<file path="src/hdl/ccr_pkg.sv">
`timescale 1ns / 1ps
// Shared types and constants for the contact cluster reducer.
// Used by ccr_ctrl, ccr_dpath and contact_cluster_reducer; depends on nothing else.
package ccr_pkg;

	localparam int MAX_CLUSTERS_DEF     = 8;
	localparam int CLUSTER_CAPACITY_DEF = 32;
	localparam int MAX_CONTACTS_DEF     = 256;

	localparam int IDXW      = 8;     // batch position width
	localparam int THRW      = 15;    // threshold register width
	localparam int PW        = 28;    // projected coordinate width, Q17.10
	localparam int QSHIFT    = 14;    // Q1.14 fraction bits
	localparam int UNIT_ONE  = 16384; // 1.0 in Q1.14
	localparam int SQRT_STEPS = 32;
	localparam int DIV_STEPS  = 15;
	localparam int NCAND      = 5;

	localparam logic [THRW-1:0] COS_THR_RST  = 15'd16220;
	localparam logic [THRW-1:0] VERT_THR_RST = 15'd16368;

	typedef struct packed {
		logic signed [15:0] normal_x;
		logic signed [15:0] normal_y;
		logic signed [15:0] normal_z;
		logic signed [23:0] point_x;
		logic signed [23:0] point_y;
		logic signed [23:0] point_z;
		logic signed [15:0] depth;
		logic               last_contact;
	} contact_t;

	typedef struct packed {
		logic [IDXW-1:0] contact_index;
		logic            last_result;
	} result_t;

	typedef enum logic [1:0] {
		CFG_REDUCE_ENABLE  = 2'd0,
		CFG_COS_THRESHOLD  = 2'd1,
		CFG_VERT_THRESHOLD = 2'd2
	} cfg_reg_t;

	typedef enum logic [4:0] {
		OP_IDLE,
		OP_LOAD,
		OP_SEED,
		OP_MAG,
		OP_SQRT_INIT,
		OP_SQRT_STEP,
		OP_DIV_INIT,
		OP_DIV_STEP,
		OP_DIV_DONE,
		OP_WR_BASIS,
		OP_VEC,
		OP_PROJ,
		OP_UPDATE,
		OP_EMIT_PASS,
		OP_CLU_FIRST,
		OP_CLU_NEXT,
		OP_CAND,
		OP_FLUSH
	} dp_op_t;

	typedef enum logic [2:0] {
		M_NONE,
		M_DOT,
		M_SQ,
		M_CRA,
		M_CRB,
		M_PRJ
	} mul_sel_t;

	typedef enum logic [1:0] {
		ACC_HOLD,
		ACC_LOAD,
		ACC_ADD,
		ACC_SUB
	} acc_op_t;

	typedef struct packed {
		dp_op_t     op;
		mul_sel_t   msel;
		acc_op_t    acc;
		logic [1:0] k;
		logic       j;
		logic [5:0] step;
	} dp_cmd_t;

	typedef struct packed {
		logic enable;
		logic table_full;
		logic c_at_end;
		logic match;
		logic cap_full;
		logic end_batch;
		logic out_free;
	} dp_stat_t;

endpackage

</file>
<file path="src/hdl/ccr_ctrl.sv">
`timescale 1ns / 1ps
// Controller of the contact cluster reducer: sequences the datapath through
// matching, cluster opening, member update, pass-through and batch-end emission. Depends on ccr_pkg.
module ccr_ctrl (
	input  logic               clk,
	input  logic               arst_n,
	input  logic               contact_valid,
	output logic               contact_stall,
	input  ccr_pkg::dp_stat_t  stat,
	output ccr_pkg::dp_cmd_t   cmd
);

	typedef enum logic [4:0] {
		S_IDLE, S_ROUTE, S_DOT, S_CMP, S_SEED, S_MAG, S_SQ, S_SQI, S_SQRT,
		S_DIVI, S_DIV, S_DIVD, S_WRB, S_CROSS, S_PROJ, S_UPD, S_PASS,
		S_ENDI, S_ECHK, S_CAND, S_ENEXT, S_FLUSH
	} state_t;

	state_t     state_q;
	logic [5:0] step_q;
	logic [1:0] k_q;
	logic       sec_q;

	assign contact_stall = state_q != S_IDLE;

	always_comb begin
		cmd      = '0;
		cmd.op   = ccr_pkg::OP_IDLE;
		cmd.msel = ccr_pkg::M_NONE;
		cmd.acc  = ccr_pkg::ACC_HOLD;
		cmd.step = step_q;
		cmd.k    = k_q;
		case (state_q)
			S_IDLE: begin
				if (contact_valid)
					cmd.op = ccr_pkg::OP_LOAD;
			end
			S_DOT, S_SQ, S_PROJ: begin
				if (step_q < 6'd3)
					cmd.msel = (state_q == S_DOT) ? ccr_pkg::M_DOT :
						(state_q == S_SQ) ? ccr_pkg::M_SQ : ccr_pkg::M_PRJ;
				cmd.k = step_q[1:0];
				cmd.j = k_q[0];
				if (step_q == 6'd1)
					cmd.acc = ccr_pkg::ACC_LOAD;
				else if (step_q == 6'd2 || step_q == 6'd3)
					cmd.acc = ccr_pkg::ACC_ADD;
				if (state_q == S_PROJ && step_q == 6'd4)
					cmd.op = ccr_pkg::OP_PROJ;
			end
			S_CMP: begin
				if (!stat.match)
					cmd.op = ccr_pkg::OP_CLU_NEXT;
			end
			S_SEED: cmd.op = ccr_pkg::OP_SEED;
			S_MAG:  cmd.op = ccr_pkg::OP_MAG;
			S_SQI:  cmd.op = ccr_pkg::OP_SQRT_INIT;
			S_SQRT: cmd.op = ccr_pkg::OP_SQRT_STEP;
			S_DIVI: cmd.op = ccr_pkg::OP_DIV_INIT;
			S_DIV:  cmd.op = ccr_pkg::OP_DIV_STEP;
			S_DIVD: cmd.op = ccr_pkg::OP_DIV_DONE;
			S_WRB: begin
				cmd.op = ccr_pkg::OP_WR_BASIS;
				cmd.j  = !sec_q;
			end
			S_CROSS: begin
				// Each component is a difference of two products.
				case (step_q[1:0])
					2'd0: cmd.msel = ccr_pkg::M_CRA;
					2'd1: begin
						cmd.msel = ccr_pkg::M_CRB;
						cmd.acc  = ccr_pkg::ACC_LOAD;
					end
					2'd2: cmd.acc = ccr_pkg::ACC_SUB;
					default: cmd.op = ccr_pkg::OP_VEC;
				endcase
			end
			S_UPD: cmd.op = ccr_pkg::OP_UPDATE;
			S_PASS: begin
				if (stat.out_free)
					cmd.op = ccr_pkg::OP_EMIT_PASS;
			end
			S_ENDI:  cmd.op = ccr_pkg::OP_CLU_FIRST;
			S_CAND: begin
				if (stat.out_free)
					cmd.op = ccr_pkg::OP_CAND;
			end
			S_ENEXT: cmd.op = ccr_pkg::OP_CLU_NEXT;
			S_FLUSH: begin
				if (stat.out_free)
					cmd.op = ccr_pkg::OP_FLUSH;
			end
			default: cmd.op = ccr_pkg::OP_IDLE;
		endcase
	end

	always_ff @(posedge clk or negedge arst_n) begin
		if (!arst_n) begin
			state_q <= S_IDLE;
			step_q  <= '0;
			k_q     <= '0;
			sec_q   <= 1'b0;
		end else begin
			case (state_q)
				S_IDLE: begin
					if (contact_valid)
						state_q <= S_ROUTE;
				end
				S_ROUTE: begin
					step_q <= '0;
					if (!stat.enable || stat.table_full)
						state_q <= S_PASS;
					else if (stat.c_at_end)
						state_q <= S_SEED;
					else
						state_q <= S_DOT;
				end
				S_DOT: begin
					step_q <= step_q + 1'b1;
					if (step_q == 6'd3)
						state_q <= S_CMP;
				end
				S_CMP: begin
					step_q <= '0;
					k_q    <= '0;
					if (!stat.match)
						state_q <= S_ROUTE;
					else if (stat.cap_full)
						state_q <= S_PASS;
					else
						state_q <= S_PROJ;
				end
				S_SEED: begin
					sec_q   <= 1'b0;
					state_q <= S_MAG;
				end
				S_MAG: begin
					step_q  <= '0;
					state_q <= S_SQ;
				end
				S_SQ: begin
					step_q <= step_q + 1'b1;
					if (step_q == 6'd3)
						state_q <= S_SQI;
				end
				S_SQI: begin
					step_q  <= '0;
					state_q <= S_SQRT;
				end
				S_SQRT: begin
					step_q <= step_q + 1'b1;
					if (step_q == 6'(ccr_pkg::SQRT_STEPS - 1)) begin
						k_q     <= '0;
						state_q <= S_DIVI;
					end
				end
				S_DIVI: begin
					step_q  <= '0;
					state_q <= S_DIV;
				end
				S_DIV: begin
					step_q <= step_q + 1'b1;
					if (step_q == 6'(ccr_pkg::DIV_STEPS - 1))
						state_q <= S_DIVD;
				end
				S_DIVD: begin
					if (k_q == 2'd2) begin
						state_q <= S_WRB;
					end else begin
						k_q     <= k_q + 1'b1;
						state_q <= S_DIVI;
					end
				end
				S_WRB: begin
					step_q  <= '0;
					k_q     <= '0;
					state_q <= sec_q ? S_PROJ : S_CROSS;
				end
				S_CROSS: begin
					if (step_q[1:0] == 2'd3) begin
						step_q <= '0;
						if (k_q == 2'd2) begin
							sec_q   <= 1'b1;
							state_q <= S_MAG;
						end else begin
							k_q <= k_q + 1'b1;
						end
					end else begin
						step_q <= step_q + 1'b1;
					end
				end
				S_PROJ: begin
					if (step_q == 6'd4) begin
						step_q <= '0;
						if (k_q[0])
							state_q <= S_UPD;
						else
							k_q <= 2'd1;
					end else begin
						step_q <= step_q + 1'b1;
					end
				end
				S_UPD: state_q <= stat.end_batch ? S_ENDI : S_IDLE;
				S_PASS: begin
					if (stat.out_free)
						state_q <= stat.end_batch ? S_ENDI : S_IDLE;
				end
				S_ENDI: state_q <= S_ECHK;
				S_ECHK: begin
					step_q  <= '0;
					state_q <= stat.c_at_end ? S_FLUSH : S_CAND;
				end
				S_CAND: begin
					if (stat.out_free) begin
						step_q <= step_q + 1'b1;
						if (step_q == 6'(ccr_pkg::NCAND - 1))
							state_q <= S_ENEXT;
					end
				end
				S_ENEXT: state_q <= S_ECHK;
				S_FLUSH: begin
					if (stat.out_free)
						state_q <= S_IDLE;
				end
				default: state_q <= S_IDLE;
			endcase
		end
	end

endmodule
</file>
<file path="config.mk">
export PLATFORM = sky130hd
export DESIGN_NAME = ccr_ctrl
export DESIGN_NICKNAME = d
export VERILOG_FILES = /design/src/hdl/ccr_pkg.sv /design/src/hdl/ccr_ctrl.sv
export SDC_FILE = /design/constraint.sdc
export NUM_CORES = 1
export LEC_CHECK = 0
export BUFFER_PORTS_ARGS = -buffer_cell sky130_fd_sc_hd__buf_2
export CORE_MARGIN = 5
export CORE_UTILIZATION = 40
export DETAILED_ROUTE_END_ITERATION = 10
export HOLD_SLACK_MARGIN = 0.08
export PLACE_DENSITY = 0.57
export SLEW_MARGIN = 0
export SYNTH_ARGS = -nofsm -noshare
export SYNTH_HDL_FRONTEND = slang
export SYNTH_SLANG_ARGS = --single-unit
</file>
<file path="constraint.sdc">
create_clock -name clk -period 2.2 [get_ports clk]
set_input_delay 0.33 -clock clk [delete_from_list [all_inputs] [get_ports clk]]
set_output_delay 0.33 -clock clk [all_outputs]
set_load 0.01 [all_outputs]
</file>
# Word-level counts from Yosys, hierarchy flattened
# Cells that the tools add are included.
[op_classes] reduce_logical=22 n_mux=53 add_sub_neg=2 order_cmp=1 eq_ne=45
[ops] cell="$pmux 5 s21" n=1
[ops] cell="$mux 5" n=19
[ops] cell="$pmux 5 s18" n=1
[ops] cell="$eq 5x4->1 const B" n=8
[ops] cell="$eq 5x5->1 const B" n=6
[ops] cell="$pmux 6 s5" n=1
[ops] cell="$ne 2x2->1 const B" n=11
[ops] cell="$eq 5x3->1 const B" n=4
[ops] cell="$mux 2" n=9
[ops] cell="$mux 3" n=6
[ops] cell="$mux 6" n=3
[ops] cell="$mux 4" n=4
[ops] cell="$reduce_bool 5->1" n=3
[ops] cell="$reduce_and 13->1" n=1
[ops] cell="$eq 6x2->1 const B" n=2
[ops] cell="$eq 5x2->1 const B" n=2
[ops] cell="$pmux 2 s5" n=1
[ops] cell="$pmux 5 s2" n=1
[ops] cell="$reduce_or 7->1" n=1
[ops] cell="$add 6x1->6 const B" n=1
[ops] cell="$eq 2x2->1 const B" n=3
[ops] cell="$eq 6x1->1 const B" n=1
[ops] cell="$eq 6x3->1 const B" n=1
[ops] cell="$eq 6x4->1 const B" n=1
[ops] cell="23 further kinds" n=32
[totals] regBits=14 input_bits=10

# Longest topological paths before layout
# Gate-level depths: netlist of run 1.
[depth] word_depth=5 ltp_mapped=8

# Worst setup path before layout of run 1
# No wires, ideal clock.
[synth_timing] path_type="register -> register" start="register step_q[0]" end="register state_q[0]" path_slack_ns=0.156 arrival_time_ns=1.919 path_stages_with_launch=7 cell_sequence="dfrtp_1 > ha_1 > nand3_1 > o311ai_0 > nand2_1 > nor3_2 > mux2_2"
[synth_via] elab_chain_cells=3 elab_cells_between_ends=13 cone_classes="12 x eq/ne; 1 x reduce/logical"
[synth_lines] item="start, declared" line="ccr_ctrl.sv:20" rtl="logic [5:0] step_q;"
[synth_lines] item="start signal, assigned" line="ccr_ctrl.sv:119" rtl="step_q <= step_q + 1'b1;"
[synth_lines] item="start signal, assigned" line="ccr_ctrl.sv:142" rtl="step_q <= step_q + 1'b1;"
[synth_lines] item="start signal, assigned" line="ccr_ctrl.sv:151" rtl="step_q <= step_q + 1'b1;"
[synth_lines] item="$eq 6x4->1 (tied with other cells)" line="ccr_ctrl.sv:163" rtl="if (step_q == 6'(ccr_pkg::DIV_STEPS - 1))"
[synth_lines] item="$ne 2x2->1 (no source line) / $ne 2x1->1 (equally long branches)"
[synth_lines] item="$reduce_and 13->1 (no source line) *"
[synth_lines] item="end signal, assigned" line="ccr_ctrl.sv:177" rtl="state_q <= sec_q ? S_PROJ : S_CROSS;"
[synth_lines] item="end signal, assigned" line="ccr_ctrl.sv:203" rtl="S_UPD: state_q <= stat.end_batch ? S_ENDI : S_IDLE;"
[synth_lines] item="end signal, assigned" line="ccr_ctrl.sv:206" rtl="state_q <= stat.end_batch ? S_ENDI : S_IDLE;"
[synth_lines] item="end, declared" line="ccr_ctrl.sv:19" rtl="state_t state_q;"
# Mark *: on every way between the ends. The rest lies on a longest branch, timed or not.
# A chain may end at the register's enable or synchronous reset.

==> out/qor.yml, run 1 <==
max_freq_mhz: 452
multi_input_area_sq_mm: 0.00137
drt-initial-drc-count: 177
period_minus_slack_ps: 2210
worstPathRequired_ps: 1870
p_leak_nw: 1.13
grt_usage_pct: 20.8
stdcell_count: 363
hp-class: "in2reg"
ys_top_cells_by_area: "dfrtp_1 20%, nand2_1 6.0%, o21ai_0 6.0%"
yosysTopAreaCell: "dfrtp_1"
fin_nets: 329
cpPeakStageDelay_ps: 360
grt_max_degree: 22
switching_power_mw: 1.54
ys_ff_latch: 14
die_area_sq_mm: 0.00577
drc: 0
synth_nets: 255
clock_latency_ps: 250
cts_max_level: 1
rsz0062_at_grt: "true"
violations: "negative setup slack"
crit_chain: "inv_2 -> ha_4 -> nand4b_1 -> nor4_2 -> buf_4 -> or3_4 -> a221o_1 -> buf_2"
tightestPinTransition_ps: 546
wirelength_um: 6180
seqPwrFrac_pct: 13.7
port_buffers: 29
core_area_sq_mm: 0.00429
crit_family: "simple AND/OR/NAND/NOR gates"
place.gp.congestion: 0.934
avgSynthCellArea_sq_um: 7.32
die_height_um: 76.0
period_share_pct: 101
ios: 30
slowest_stage: "dfrtp_1"
drv_cap: 0
synth.yosys.warnings: 0
fin_skew_ps: 2.26
startpoint_type: "flip-flop"
setup_slack_ps: -11.6
cts_buffer_depth: 2
ir_drop_mv: 0.532
relSlewSlack_pct: 63.6
seq_area_sq_um: 358
grt_pass1_wl_um: 10100
dp_hpwl_um: 4680
die_w_um: 76.0
grt_pass1_vias: 2031
area_growth_syn_to_layout_pct: 43.2
synth-async-reset-ratio_pct: 100
drive_above_1_share_pct: 39.9
cp_num_buf_inv: 3
first_pass_iters: 5
antenna_found_initial: 0
grt.overflow.total: 0
yosysSeqAreaShare_pct: 20.1
netlist_instances: 238
finalSetupViolations: 1
clkPwrFrac_pct: 7.9
synthesis.area_sq_mm: 0.00174
ant_nets: 0
start_util_pct: 40.6
pre_cts_slack_ps: 65.0
final_hold_viol_count: 0
power.density_mw_per_mm2: 1320
criticalPathCategory: "reg2out"
synth-edff-count: 0
synth_top_area_share_pct: 20.1
p_sw_share_pct: 46.9
crit_fanout: 3
antenna_cells: 0
cts_sinks: 14
crit_arrival_ps: 1880
outcome: "finished with violations"
fillCellCount: 402
yosys_most_used_dff: "dfrtp_1"
dr_total_vias: 2098
cts_buffers: 3
via_per_inst: 5.78
worst_setup_path_end_kind: "output port"
cts_root_buf: "clkbuf_8"
rows: 24
cts.clk_slew.worst_paths_ps: 60
p_int_mw: 1.74
synth_cell_types: 60
cts_tree: "built"
drv_slew: 0
p_comb_share_pct: 78.4
placed_cells: 346
wire_per_inst_um: 17.0
-- cell families (layout without fill, tap and decap cells) --
| logic type | after synthesis | after routing | share of synthesized area [%] |
|---|---|---|---|
| buffers and inverters | 25 | 98 | 7.04 |
| xor gates and xnor gates | 2 | 2 | 1.01 |
| adders and majority gates | 7 | 7 | 5.03 |
| muxes | 6 | 6 | 3.66 |
| and+or+nand+nor | 105 | 105 | 33.3 |
| AOI/OAI and AO/OA | 79 | 79 | 29.9 |
| DFF | 14 | 14 | 20.1 |
-- layout make-up --
class / instances / share of cell area [%]
Multi-Input combinational cell: 199 / 55.0
Timing Repair Buffer: 86 / 24.7
Sequential cell: 14 / 14.3
Tap cell: 52 / 2.61
Clock buffer: 4 / 2.21
Inverter: 8 / 1.20
-- final timing paths --
kind                                start         end  slack, ps  cells after the start
worst min register to register     k_q[1]      k_q[1]        560                      1
worst max register to register  step_q[1]   step_q[4]        110                      8
worst max-delay path            step_q[1]     cmd[14]        -10                      8
worst min-delay path              stat[4]  state_q[1]        430                      3
min in group asynchronous          arst_n       sec_q        510                      2
max in group asynchronous          arst_n  state_q[2]       1420                      2
-- timing repair --
action	4_1_cts	5_1_grt
pin swaps	0	5
endpoints found under the setup margin	7	14
hold buffers	1	0
gates resized for setup	16	17
endpoints found under the hold margin	14	0
buffers inserted	5	7
-- worst register-to-register path: cells and delay by family (launching register included) --
kind                       cells  cell delay, ps
and+or+nand+nor                2             380
buffers and inverters          2             290
DFF                            1             390
AOI/OAI and AO/OA              3             770
adders and majority gates      1             150
-- state kept, by name, summed over array words and instances, names as in the netlist --
register,flops
k_q,2
sec_q,1
state_q,5
step_q,6
-- synthesized netlist by cell type, types with 5 or more instances --
master     n
buf_2      5
nand3_1    8
ha_1       7
o21ai_0   21
nor4_1     6
nand2_1   28
nor3_1     7
clkbuf_1   6
nor2_1    16
a21oi_1   18
dfrtp_1   14
inv_1      8
nor2b_1    9
nand2b_1   7
-- metrics by stage --
step                      util (%)  hold slack, ps  TNS (ps)  power (mW)  area [sq um]
after floorplan                  -            34.4         0        1.83          1740
after global placement        51.6             248         0        2.70          2210
after detailed placement      51.6             250         0        2.70          2210
after CTS                     55.2             433     -56.9        3.10          2370
after global routing          58.1             442      -245        3.54          2490
final                         58.1             432     -11.6        3.29          2490
-- cell usage in the layout (no fill, tap or decap), types with 6 or more instances in the layout --
cell type and count:
nand2_1 28, o21ai_0 20, dfrtp_2 6, inv_1 6
ha_1 6, nor3_1 7, buf_4 50, nor2b_1 8
nand3_1 7, nand2b_1 6, nor2_1 12, a21oi_1 18
dfrtp_1 8, buf_2 29
-- per-layer routing --
layer	share of wire (%)	track usage (%)
met2	46	33.8
met5	0	0
met3	6.0	2.60
met1	44	27.4
met4	4.1	9.43
-- power groups by stage --
| stage | Clock (mW) | Sequential, mW | Combinational, mW |
|---|---|---|---|
| 2_1_floorplan | 0 | 0.394 | 1.43 |
| 3_3_place_gp | 0 | 0.449 | 2.25 |
| 3_5_place_dp | 0 | 0.455 | 2.24 |
| 4_1_cts | 0.264 | 0.444 | 2.39 |
| 6_report | 0.260 | 0.450 | 2.58 |
| 5_1_grt | 0.277 | 0.458 | 2.81 |
(Power assumes the default switching activity.)
==> run 2, diff against run 1 <==
--- a/config.mk
+++ b/config.mk
@@ -10,7 +10,6 @@
 export CORE_UTILIZATION = 40
 export DETAILED_ROUTE_END_ITERATION = 10
 export HOLD_SLACK_MARGIN = 0.08
-export PLACE_DENSITY = 0.57
 export SLEW_MARGIN = 0
 export SYNTH_ARGS = -nofsm -noshare
 export SYNTH_HDL_FRONTEND = slang
==> constraint.sdc (replaced) <==
create_clock -name clk -period 1.79 [get_ports clk]
set_input_delay 0.2685 -clock clk [delete_from_list [all_inputs] [get_ports clk]]
set_output_delay 0.2685 -clock clk [all_outputs]
set_load 0.01 [all_outputs]
==> out/qor.yml, run 2 (synthesized netlist as in run 1, its figures left out) <==
period_minus_slack_ps: 2200
start_util_pct: 40.6  # unchanged
relSlewSlack_pct: 68.7  # was 63.6%
final_common_cell: "buf_4"  # unchanged
final_core_util_pct: 76.0  # was 58.1%
r2r-end: "step_q[4]"  # unchanged
largest_reg_flops: 6  # unchanged
stdcell_count: 426  # was 363
first_pass_iters: 5  # unchanged
grt_max_degree: 19  # was 22
wirelength_um: 7760  # was 6180 um
final_cell_mix: "100 x buf_4, 29 x buf_2, 22 x nand2_1"  # was 50 x buf_4, 29 x buf_2, 28 x nand2_1
p_leak_nw: 1.52  # was 1.13 nW
hp-class: "in2reg"  # unchanged
max_freq_mhz: 454
worst_setup_path_end_kind: "flip-flop"  # was output port
dp_hpwl_um: 5220  # was 4680 um
cts_tree: "built"  # unchanged
cts_buffer_depth: 2  # unchanged
die_height_um: 76.0  # unchanged
holdPathStages: 3  # unchanged
drive_above_1_share_pct: 59.6  # was 39.9%
power.density_mw_per_mm2: 1650  # was 1320 mW/mm^2
place.gp.congestion: 0.945  # was 0.934
rsz0062_at_grt: "true"  # unchanged
grt_pass1_wl_um: 11700  # was 10100 um
fin_nets: 392  # was 329
area_growth_syn_to_layout_pct: 87.4  # was 43.2%
period_share_pct: 123
core_area_sq_mm: 0.00429  # unchanged
grt_pass1_vias: 2394  # was 2031
worstPathRequired_ps: 1920  # was 1870 ps
antenna_cells: 0  # unchanged
crit_fanout: 4  # was 3
cts.clk_slew.worst_paths_ps: 60  # about the same
r2r_cells: 9  # was 8
r2r-start: "step_q[1]"  # unchanged
final_hold_viol_count: 0  # unchanged
hold_path_end: "state_q[1]"  # unchanged
port_buffers: 29  # unchanged
crit_arrival_ps: 2330  # was 1880 ps
drc: 0  # unchanged
finalSetupViolations: 25  # was 1
hold_slack_ps: 440  # was 432 ps
clock_latency_ps: 250  # about the same
drt-initial-drc-count: 205  # was 177
min-delay-start: "stat[4]"  # unchanged
startpoint_type: "flip-flop"  # unchanged
setup_slack_ps: -414  # was -11.6 ps
fin_skew_ps: 4.49  # was 2.26 ps
outcome: "finished with violations"  # unchanged
drv_cap: 0  # unchanged
antenna_found_initial: 0  # unchanged
dr_total_vias: 2517  # was 2098
cts_sinks: 14  # unchanged
cts_buffers: 3  # unchanged
ant_nets: 0  # unchanged
ios: 30  # unchanged
wire_per_inst_um: 18.2  # was 17.0 um
via_per_inst: 5.91  # was 5.78
ir_drop_mv: 1.04  # was 0.532 mV
cts_root_buf: "clkbuf_8"  # unchanged
cts_max_level: 1  # unchanged
top_regs: "step_q (6), state_q (5), k_q (2)"  # unchanged
die_w_um: 76.0  # unchanged
die_area_sq_mm: 0.00577  # unchanged
reg2reg_slack_ps: -410  # was 110 ps
criticalPathCategory: "reg2reg"  # was reg2out
rows: 24  # unchanged
tightestPinTransition_ps: 469  # was 546 ps
top_register: "step_q"  # unchanged
drv_slew: 0  # unchanged
grt.overflow.total: 0  # unchanged
grt_usage_pct: 24.4  # was 20.8%
violations: "negative setup slack"  # unchanged
placed_cells: 393  # was 346
[run 2: area by class of cell]
cell class                      count  area [sq um]
Multi-Input combinational cell    199          1610
Clock buffer                        4          55.1
Fill cell                         294          1030
Tap cell                           52          65.1
Sequential cell                    14           358
Inverter                            8          30.0
Timing Repair Buffer              149          1150
[run 2: through the flow]
| stage | instance area, sq um | total power, mW | setup TNS, ps | worst slack [ps] |
|---|---|---|---|---|
| finish | 3260 | 5.40 | -5470 | -414 |
| global route | 3260 | 5.71 | -7250 | -462 |
| CTS | 3040 | 4.90 | -4670 | -329 |
| detailed placement | 2610 | 3.97 | -2540 | -235 |
| global placement | 2610 | 3.95 | -2370 | -184 |
| floorplan | 1840 | 2.45 | -635 | -137 |
[run 2: worst max-delay path by stage]
stage	from	end	slack, ps	cells past startpoint
after floorplan	step_q[0]	state_q[0]	-140	6
after global placement	state_q[0]	cmd[17]	-180	8
after detailed placement	state_q[2]	step_q[3]	-230	7
after CTS	state_q[0]	step_q[4]	-330	9
after global routing	step_q[1]	step_q[4]	-460	9
final	step_q[1]	step_q[4]	-410	9
[run 2: power by group]
group	total, mW	switching [mW]	internal (mW)
sequential	0.509	0.0973	0.412
clock	0.326	0.131	0.195
combinational	4.56	2.22	2.34
[run 2: worst max-delay path: stages (launching register included)]
cell	delay [ps]
dfrtp_2	420
inv_2	90
ha_4	130
nand4b_1	210
buf_4	220
a222oi_1	410
buf_4	210
and2b_1	170
o21ai_1	130
o31ai_1	90
[run 2: timing repair]
action,4_1_cts,5_1_grt
hold buffers,1,0
setup buffers,18,11
endpoints found under the setup margin,25,27
pin swaps,14,15
gates resized for setup,59,32
endpoints found under the hold margin,14,0
cloned,0,1
[run 2: layer usage]
metal | up-vias | wire, um | share of wire, % | global-route usage [%]
met4 | 0 | 143 | 1.8 | 6.94
met1 | 1200 | 3200 | 41 | 32.2
met5 | - | 0 | 0 | 0
met2 | 137 | 3830 | 49 | 40.8
met3 | 18 | 586 | 7.5 | 3.90
li1 | 1162 | - | - | -
==> run 3, diff against run 2 <==
--- a/config.mk
+++ b/config.mk
@@ -5,8 +5,8 @@
 export SDC_FILE = /design/constraint.sdc
 export NUM_CORES = 1
 export LEC_CHECK = 0
+export ABC_AREA = 1
 export BUFFER_PORTS_ARGS = -buffer_cell sky130_fd_sc_hd__buf_2
-export CORE_MARGIN = 5
 export CORE_UTILIZATION = 40
 export DETAILED_ROUTE_END_ITERATION = 10
 export HOLD_SLACK_MARGIN = 0.08
==> out/qor.yml, run 3 <==
outcome: "finished with violations"  # unchanged
violations: "negative setup slack"  # unchanged
post-synth-top-count-cell: "nand2_1"  # unchanged
max_freq_mhz: 518  # was 454 MHz
worst_setup_path_end_kind: "output port"  # was flip-flop
rsz0062_at_grt: "true"  # unchanged
ys_ff_latch: 14  # unchanged
largest_reg_flops: 6  # unchanged
die_area_sq_mm: 0.00427  # was 0.00577 sq mm
final_core_util_pct: 70.8  # was 76.0%
avgSynthCellArea_sq_um: 5.85  # was 7.32 sq um
grt.overflow.total: 0  # unchanged
top_regs: "step_q (6), state_q (5), k_q (2)"  # unchanged
die_w_um: 65.3  # was 76.0 um
place.gp.congestion: 0.937  # was 0.945
grt_pass1_wl_um: 9140  # was 11700 um
synthesis.area_sq_mm: 0.00160  # was 0.00174 sq mm
start_util_pct: 42.8  # was 40.6%
die_height_um: 65.3  # was 76.0 um
netlist_instances: 274  # was 238
area_growth_syn_to_layout_pct: 65.2  # was 87.4%
final_hold_viol_count: 0  # unchanged
yosys-top-cells-count: "93 x nand2_1, 33 x nor2_1, 30 x inv_1"  # was 28 x nand2_1, 21 x o21ai_0, 18 x a21oi_1
cts_max_level: 1  # unchanged
ir_drop_mv: 0.885  # was 1.04 mV
drive_above_1_share_pct: 49.5  # was 59.6%
core_area_sq_mm: 0.00374  # was 0.00429 sq mm
hp-class: "in2reg"  # unchanged
slowest_stage: "dfrtp_2"  # unchanged
wire_per_inst_um: 14.4  # was 18.2 um
power.density_mw_per_mm2: 1470  # was 1650 mW/mm^2
drv_cap: 0  # unchanged
period_share_pct: 108  # was 123%
antenna_found_initial: 0  # unchanged
grt_pass1_vias: 1951  # was 2394
crit_family: "simple AND/OR/NAND/NOR gates"  # was compound AO/OA/AOI/OAI gates
port_buffers: 29  # unchanged
tightestPinTransition_ps: 338  # was 469 ps
final_common_cell: "nand2_1"  # was buf_4
ios: 30  # unchanged
setup_slack_ps: -139  # was -414 ps
clock_latency_ps: 250  # about the same
cts_tree: "built"  # unchanged
yosysTopAreaCell: "dfrtp_1"  # unchanged
fin_skew_ps: 7.71  # was 4.49 ps
synth_cell_types: 26  # was 60
startpoint_type: "flip-flop"  # unchanged
cp_num_buf_inv: 2  # was 3
wirelength_um: 5940  # was 7760 um
drc: 0  # unchanged
crit_fanout: 5  # was 4
min-delay-start: "stat[4]"  # unchanged
hold_slack_ps: 422  # was 440 ps
yosys_most_used_dff: "dfrtp_1"  # unchanged
crit_top_cell: "nand2_1"  # was buf_4
synth-edff-count: 0  # unchanged
cpPeakStageDelay_ps: 490  # was 420 ps
drv_slew: 0  # unchanged
via_per_inst: 5.33  # was 5.91
cts_root_buf: "clkbuf_8"  # unchanged
yosysSeqAreaShare_pct: 21.8  # was 20.1%
p_leak_nw: 1.45  # was 1.52 nW
placed_area_sq_mm: 0.00196  # was 0.00261 sq mm
rows: 22  # was 24
crit_chain: "inv_4 -> nor3_4 -> nand2_1 -> nand2_1 -> nor3_2 -> nand3_1 -> buf_2"  # was inv_2 -> ha_4 -> nand4b_1 -> buf_4 -> a222oi_1 -> buf_4 -> and2b_1 -> o21ai_1 -> o31ai_1
synth_nets: 291  # was 255
grt_max_degree: 15  # was 19
synth.yosys.warnings: 0  # unchanged
ys_top_cells_by_area: "dfrtp_1 22%, nand2_1 22%, nand3_1 7.8%"  # was dfrtp_1 20%, nand2_1 6.0%, o21ai_0 6.0%
crit_arrival_ps: 1660  # was 2330 ps
first_pass_iters: 4  # was 5
relSlewSlack_pct: 77.3  # was 68.7%
fillCellCount: 322  # was 294
worstSetupStartpoint: "state_q[1]"  # was step_q[1]
fin_nets: 383  # was 392
r2r-start: "state_q[0]"  # was step_q[1]
pre_cts_slack_ps: -12.1  # was -235 ps
dp_hpwl_um: 4140  # was 5220 um
dr_total_vias: 2195  # was 2517
design_area_sq_mm: 0.00265  # was 0.00326 sq mm
cts_buffers: 3  # unchanged
grt_usage_pct: 27.7  # was 24.4%
synth_top_area_share_pct: 21.8  # was 20.1%
worstPathRequired_ps: 1520  # was 1920 ps
ant_nets: 0  # unchanged
drt-initial-drc-count: 246  # was 205
p_total_mw: 3.89  # was 5.40 mW
antenna_cells: 0  # unchanged
cts_buffer_depth: 2  # unchanged
period_minus_slack_ps: 1930  # was 2200 ps
finalSetupViolations: 12  # was 25
top_register: "step_q"  # unchanged
cts_sinks: 14  # unchanged
final_cell_mix: "74 x nand2_1, 45 x buf_4, 29 x buf_2"  # was 100 x buf_4, 29 x buf_2, 22 x nand2_1
criticalPathCategory: "reg2out"  # was reg2reg
synth-async-reset-ratio_pct: 100  # unchanged
cts.clk_slew.worst_paths_ps: 50  # was 60 ps
-- run 3: through the flow --
step | setup TNS (ps) | cells
6_report | -889 | 412
3_5_place_dp | -12.1 | 371
3_3_place_gp | -144 | 371
4_1_cts | -1070 | 395
2_1_floorplan | 0 | 274
5_1_grt | -3120 | 412
-- run 3: layout make-up --
cell class	count	area (sq um)	share of cell area, %
clock buffers	3	41.3	1.56
inverters	36	145	5.48
multi-input cells	223	1410	53.1
flip-flops and latches	14	357	13.5
well taps	48	60.1	2.27
repair buffers	88	639	24.1
-- run 3: logic make-up after synthesis --
group | synth area share, %
and+or+nand+nor | 51.2
buffers and inverters | 9.05
AOI/OAI and AO/OA | 11.3
DFF | 21.8
adders and majority gates | 5.46
xor gates and xnor gates | 1.09
-- run 3: routing by layer --
| layer | wire length (um) | global-route usage [%] |
|---|---|---|
| met1 | 2600 | 40.2 |
| met2 | 2690 | 42.9 |
| met3 | 464 | 2.60 |
| met4 | 187 | 8.70 |
| met5 | 0 | 0 |
-- run 3: worst min-delay path: cells and delay by family --
kind	cells	cell delay [ps]
simple gates	4	260
buf+inv	1	90
-- run 3: repair_timing --
item | CTS | global route
setup endpoints to repair | 14 | 26
hold buffers | 1 | 0
pin swaps | 12 | 30
gates resized for setup | 47 | 67
buffers inserted | 21 | 19
hold endpoints to repair | 14 | 0
-- run 3: where the power goes --
group / switching (mW) / internal [mW] / total [mW]
combinational: 1.74 / 1.29 / 3.04
clock: 0.111 / 0.149 / 0.260
sequential: 0.169 / 0.427 / 0.596
total: 2.02 / 1.87 / 3.89
-- run 3: path summary, 6_finish.rpt --
path / cells past startpoint / slack (ps) / to
min: 5 / 420 / state_q[2]
min in group asynchronous: 2 / 460 / step_q[4]
min reg2reg: 2 / 510 / k_q[1]
max reg2reg: 10 / 0 / state_q[0]
max: 7 / -140 / cmd[15]
max in group asynchronous: 2 / 1050 / state_q[3]
